--- config.mk ---
export PLATFORM = sky130hd
export DESIGN_NAME = prr_ctrl
export DESIGN_NICKNAME = d
export VERILOG_FILES = /design/src/sv/prr_pkg.sv /design/src/sv/prr_ctrl.sv
export SDC_FILE = /design/constraint.sdc
export NUM_CORES = 1
export LEC_CHECK = 0
export ABC_AREA = 0
export BUFFER_PORTS_ARGS = -buffer_cell sky130_fd_sc_hd__buf_4
export CAP_MARGIN = 10
export CORE_MARGIN = 2
export CORE_UTILIZATION = 40
export DETAILED_ROUTE_END_ITERATION = 16
export PLACE_DENSITY_LB_ADDON = 0.25
export SYNTH_ARGS = -nofsm -noshare
export SYNTH_HDL_FRONTEND = slang
export SYNTH_SLANG_ARGS = --single-unit
--- constraint.sdc ---
create_clock -name clk_i -period 2.75 [get_ports clk_i]
set_input_delay 0.275 -clock clk_i [delete_from_list [all_inputs] [get_ports clk_i]]
set_output_delay 0.275 -clock clk_i [all_outputs]
set_load 0.005 [all_outputs]
--- src/sv/prr_pkg.sv ---
// shared types and constants of the polyphase rational resampler
// used by prr_datapath, prr_ctrl and the top level; no dependencies
package prr_pkg;

  localparam int CMD_W   = 2;
  localparam int CIDX_W  = 10;
  localparam int CFG_W   = 7;
  localparam int CFGA_W  = 2;
  localparam int DIV_W   = 40;
  localparam int FAC_W   = 7;
  localparam int CNT_W   = 32;
  localparam int DECIM_LIMIT  = 64;
  localparam int RESULT_LIMIT = 16;
  localparam int RES_CNT_W    = 5;

  localparam logic [CMD_W-1:0] CMD_COEF  = 2'd0;
  localparam logic [CMD_W-1:0] CMD_PUSH  = 2'd1;
  localparam logic [CMD_W-1:0] CMD_FLUSH = 2'd2;

  localparam logic [CFGA_W-1:0] CFG_INTERP = 2'd0;
  localparam logic [CFGA_W-1:0] CFG_DECIM  = 2'd1;
  localparam logic [CFGA_W-1:0] CFG_TAPS   = 2'd2;

  typedef struct packed {
    logic coef_wr;
    logic push_smp;
    logic push_zero;
    logic div_tgt_start;
    logic div_base_start;
    logic cap_tgt;
    logic cap_base;
    logic mac_init;
    logic mac_issue;
    logic produce;
    logic emit;
    logic emit_last;
  } cmd_t;

  typedef struct packed {
    logic flushing;
    logic div_done;
    logic stop_tgt;
    logic ready_ok;
    logic tap_last;
    logic mac_busy;
    logic held;
    logic out_free;
  } sts_t;

endpackage

--- src/sv/prr_ctrl.sv ---
// controller state machine: request decode, output loop and tap sequencing
// uses prr_pkg command and status structs
module prr_ctrl (
  input  logic                       clk_i,
  input  logic                       rst_ni,
  input  logic                       in_valid_i,
  output logic                       in_ready_o,
  input  logic [prr_pkg::CMD_W-1:0]  command_i,
  input  prr_pkg::sts_t              sts_i,
  output prr_pkg::cmd_t              cmd_o
);

  typedef enum logic [3:0] {
    S_IDLE, S_TGT, S_TGT_W, S_CHK, S_BASE_W, S_RDY,
    S_EMIT_MID, S_MAC_INIT, S_MAC, S_DRAIN, S_FIN
  } state_e;

  localparam int RW = prr_pkg::RES_CNT_W;

  state_e        state_q;
  logic [RW-1:0] n_q;

  assign in_ready_o = (state_q == S_IDLE);

  always_comb begin
    cmd_o = '0;
    case (state_q)
      S_IDLE: begin
        if (in_valid_i) begin
          case (command_i)
            prr_pkg::CMD_COEF:  cmd_o.coef_wr   = 1'b1;
            prr_pkg::CMD_PUSH:  cmd_o.push_smp  = !sts_i.flushing;
            prr_pkg::CMD_FLUSH: cmd_o.push_zero = 1'b1;
            default: ;
          endcase
        end
      end
      S_TGT:      cmd_o.div_tgt_start  = 1'b1;
      S_TGT_W:    cmd_o.cap_tgt        = sts_i.div_done;
      S_CHK:      cmd_o.div_base_start = !sts_i.stop_tgt;
      S_BASE_W:   cmd_o.cap_base       = sts_i.div_done;
      S_EMIT_MID: cmd_o.emit           = sts_i.out_free;
      S_MAC_INIT: cmd_o.mac_init       = 1'b1;
      S_MAC:      cmd_o.mac_issue      = 1'b1;
      S_DRAIN:    cmd_o.produce        = !sts_i.mac_busy;
      S_FIN: begin
        cmd_o.emit      = sts_i.held && sts_i.out_free;
        cmd_o.emit_last = 1'b1;
      end
      default: ;
    endcase
  end

  always_ff @(posedge clk_i or negedge rst_ni) begin
    if (!rst_ni) begin
      state_q <= S_IDLE;
      n_q     <= '0;
    end else begin
      case (state_q)
        S_IDLE: begin
          n_q <= '0;
          if (in_valid_i) begin
            if (command_i == prr_pkg::CMD_FLUSH ||
                (command_i == prr_pkg::CMD_PUSH && !sts_i.flushing)) begin
              state_q <= S_TGT;
            end
          end
        end
        S_TGT: state_q <= S_TGT_W;
        S_TGT_W: begin
          if (sts_i.div_done) state_q <= S_CHK;
        end
        S_CHK: begin
          if (sts_i.stop_tgt) state_q <= S_FIN;
          else state_q <= S_BASE_W;
        end
        S_BASE_W: begin
          if (sts_i.div_done) state_q <= S_RDY;
        end
        S_RDY: begin
          if (!sts_i.ready_ok) state_q <= S_FIN;
          else if (sts_i.held) state_q <= S_EMIT_MID;
          else state_q <= S_MAC_INIT;
        end
        S_EMIT_MID: begin
          if (sts_i.out_free) state_q <= S_MAC_INIT;
        end
        S_MAC_INIT: state_q <= S_MAC;
        S_MAC: begin
          if (sts_i.tap_last) state_q <= S_DRAIN;
        end
        S_DRAIN: begin
          if (!sts_i.mac_busy) begin
            n_q <= n_q + RW'(1);
            if (n_q == RW'(prr_pkg::RESULT_LIMIT - 1)) state_q <= S_FIN;
            else state_q <= S_CHK;
          end
        end
        S_FIN: begin
          if (!sts_i.held || sts_i.out_free) state_q <= S_IDLE;
        end
        default: state_q <= S_IDLE;
      endcase
    end
  end

endmodule

==> impl_metrics.tcl <==
set metrics [dict create \
    outcome "complete, no violations" \
    synthesis.instances 94 \
    synthFlopType "dfrtp_1" \
    portBuffers 25 \
    worstPathCellList "nand2b_2, nor3b_2, nand2_1, inv_2, buf_4" \
    crit_path_max_incr_delay_ns 0.52 \
    clock_latency_ns 0.26 \
    tns_ns 0 \
    layout_min_cycle_time_ns 2.01 \
    dpl_cell_area_um2 936 \
    drive_above_1_share 0.311 \
    cts-hold-fix-buffers 1 \
    viasPerCell 5.22 \
    antennaDiodeCount 0 \
    ys_ff_latch 9 \
    rows 15 \
    drc 0 \
    timing.fmax_mhz 496 \
    grt_util_all_layers 0.182 \
    worstPathArrival_ns 1.74 \
    synth-seq-area-share 0.303 \
    synth_cell_type_count 39 \
    worstSetupStartpointType "flip-flop" \
    nFillCells 178 \
    coreArea_um2 1750 \
    cp_max_fo 15 \
    ant_nets 0 \
    critPathBufInv 2 \
    leakagePower_nw 0.455 \
    final_area_um2 973 \
    critPathCapture "cmd_o[2]" \
    netlist_area_um2 744 \
    worstHoldPathType "in -> reg" \
    synth_top_area_share 0.303 \
    htreeDepth 1 \
    path_depth 5 \
    maxCapViolations 0 \
    ir_drop_mv 0.578 \
    grt_pass1_wl_um 2730 \
    drt_iter0_drc 7 \
    design.die.area_um2 2220 \
    crit_path_start "state_q[2]" \
    clk_path_buf_depth 2 \
    gr-total-overflow 0 \
    post_cts_buffers 0 \
    synthTopCellsByCount "dfrtp_1 (9), o21ai_0 (8), nand2_1 (7), nor2_1 (7), inv_1 (6)" \
    die_w_um 47.1 \
    ys_async_sr_fraction 1.00 \
    syn_avg_cell_area_um2 7.92 \
    dr.pass1.iters 2 \
    antenna_found_initial 0 \
    dp_hpwl_um 1340 \
    grt_max_degree 19 \
    rr_endpoint "n_q[2]" \
    syn2layout_area_growth_pct 30.8 \
    cts_root_buf "clkbuf_4" \
    p_per_area_nw_per_um2 772 \
    slew_viol_final 0 \
    chipHeight_um 47.1 \
    clkTransAtPathRegs_ns 0.06 \
    cts-buffers-inserted 3 \
    final-hold-violation-count 0 \
    required_ns 2.48 \
    rr_worst_depth 4 \
    start_util 0.427 \
    cts_sinks 9 \
    worstMarginPinSlew_ns 0.496 \
    max-slew-margin-rel 0.669 \
    final_core_util 0.558 \
    critPathKind "reg -> out" \
    finalNonFillerCells 144 \
    cts_tree "built" \
    synth_edf_count 0 \
    post_drt_wl_per_cell_um 12.2 \
    ios 26 \
    grt_pass1_vias 649 \
    gp_congestion 0.769 \
    synth.most_common_cell "dfrtp_1" \
    rsz0062_at_grt "no" \
    wl_um 1760 \
    fin_skew_ns 0.00178 \
    yosys_warnings 0 \
    ys_top_cells_by_area "dfrtp_1 (30%), o21ai_0 (5.4%), and3_1 (4.2%), nor2b_1 (4.2%), nand2_1 (3.5%)" \
    synth_largest_area_cell "dfrtp_1" \
    via_count 751 \
    fin_crit_sh 0.733 \
    synthesis.nets 109 \
    setup_viol 0 \
    cp_top_family "simple AND/OR/NAND/NOR gates" \
    timing.rr.start "state_q[2]" \
    final_net_count 135 \
    numPlacedInstances 139 \
    setup.worst_path.end_class "output port" \
    crit_slowest_cell "dfrtp_1" \
    cts_resized 0 \
    reg2reg_setup_slack_ns 1.09 \
]
## routing by layer
metal / global-route usage / up-vias / routed length [um]
li1: - / 387 / -
met2: 0.310 / 20 / 872
met5: 0 / - / 0
met3: 0.0692 / 2 / 105
met4: 0.0667 / 0 / 25
met1: 0.206 / 342 / 756
## where the power goes
| part | switching, mW | internal, mW |
|---|---|---|
| Combinational | 0.174 | 0.196 |
| Sequential | 0.112 | 0.167 |
| Clock | 0.0494 | 0.0538 |
## worst reg2reg max path: cells and delay by family (launching register included)
| kind | cells | cell delay (ns) |
|---|---|---|
| AOI/OAI and AO/OA | 1 | 0.29 |
| DFF | 1 | 0.52 |
| and+or+nand+nor | 3 | 0.75 |
## placed cells by master (no fill, tap or decap), types with 2 or more instances in the layout
cell,n
a21oi_1,5
and3_1,5
buf_4,25
clkbuf_4,3
dfrtp_1,9
ha_1,2
inv_1,6
inv_2,2
nand2_1,7
nor2_1,7
nor2b_1,5
nor3_1,5
o21ai_0,8
o21ai_1,3
xnor2_1,2
## through the flow
step	setup WS, ns	hold slack [ns]	total power, mW
after floorplan	1.32	-0.0206	0.537
after global placement	1.12	0.105	0.638
after detailed placement	1.02	0.104	0.653
after CTS	0.731	0.303	0.757
after global routing	0.624	0.336	0.832
final	0.735	0.315	0.752
## how the worst min path moves through the flow
stage / start / endpoint / slack, ns / cells past startpoint
finish: sts_i[2] / state_q[0] / 0.31 / 3
global route: in_valid_i / state_q[0] / 0.34 / 3
CTS: sts_i[2] / state_q[0] / 0.30 / 3
detailed placement: rst_ni / state_q[1] / 0.10 / 1
global placement: rst_ni / n_q[1] / 0.10 / 1
floorplan: rst_ni / n_q[0] / -0.02 / 0
## flip-flops by register name (all words and copies together) (netlist names)
name,cells
n_q,5
state_q,4
## logic make-up after synthesis
logic type,Yosys count,synth area share
buf+inv,13,0.0773
compound gates,25,0.224
fa+ha+maj,2,0.0336
xor+xnor,2,0.0235
mux,1,0.0134
simple gates,42,0.326
flops,9,0.303
## area by class of cell
type | count | area (um2) | share of cell area
clock buffers | 3 | 22.5 | 0.0231
multi-input cells | 72 | 462 | 0.474
inverters | 8 | 30.0 | 0.0308
repair buffers | 26 | 198 | 0.203
flip-flops and latches | 9 | 225 | 0.231
well taps | 25 | 31.3 | 0.0321
clock inverters | 1 | 5.00 | 0.00514
Note: power is estimated with default switching activity, not from simulation.
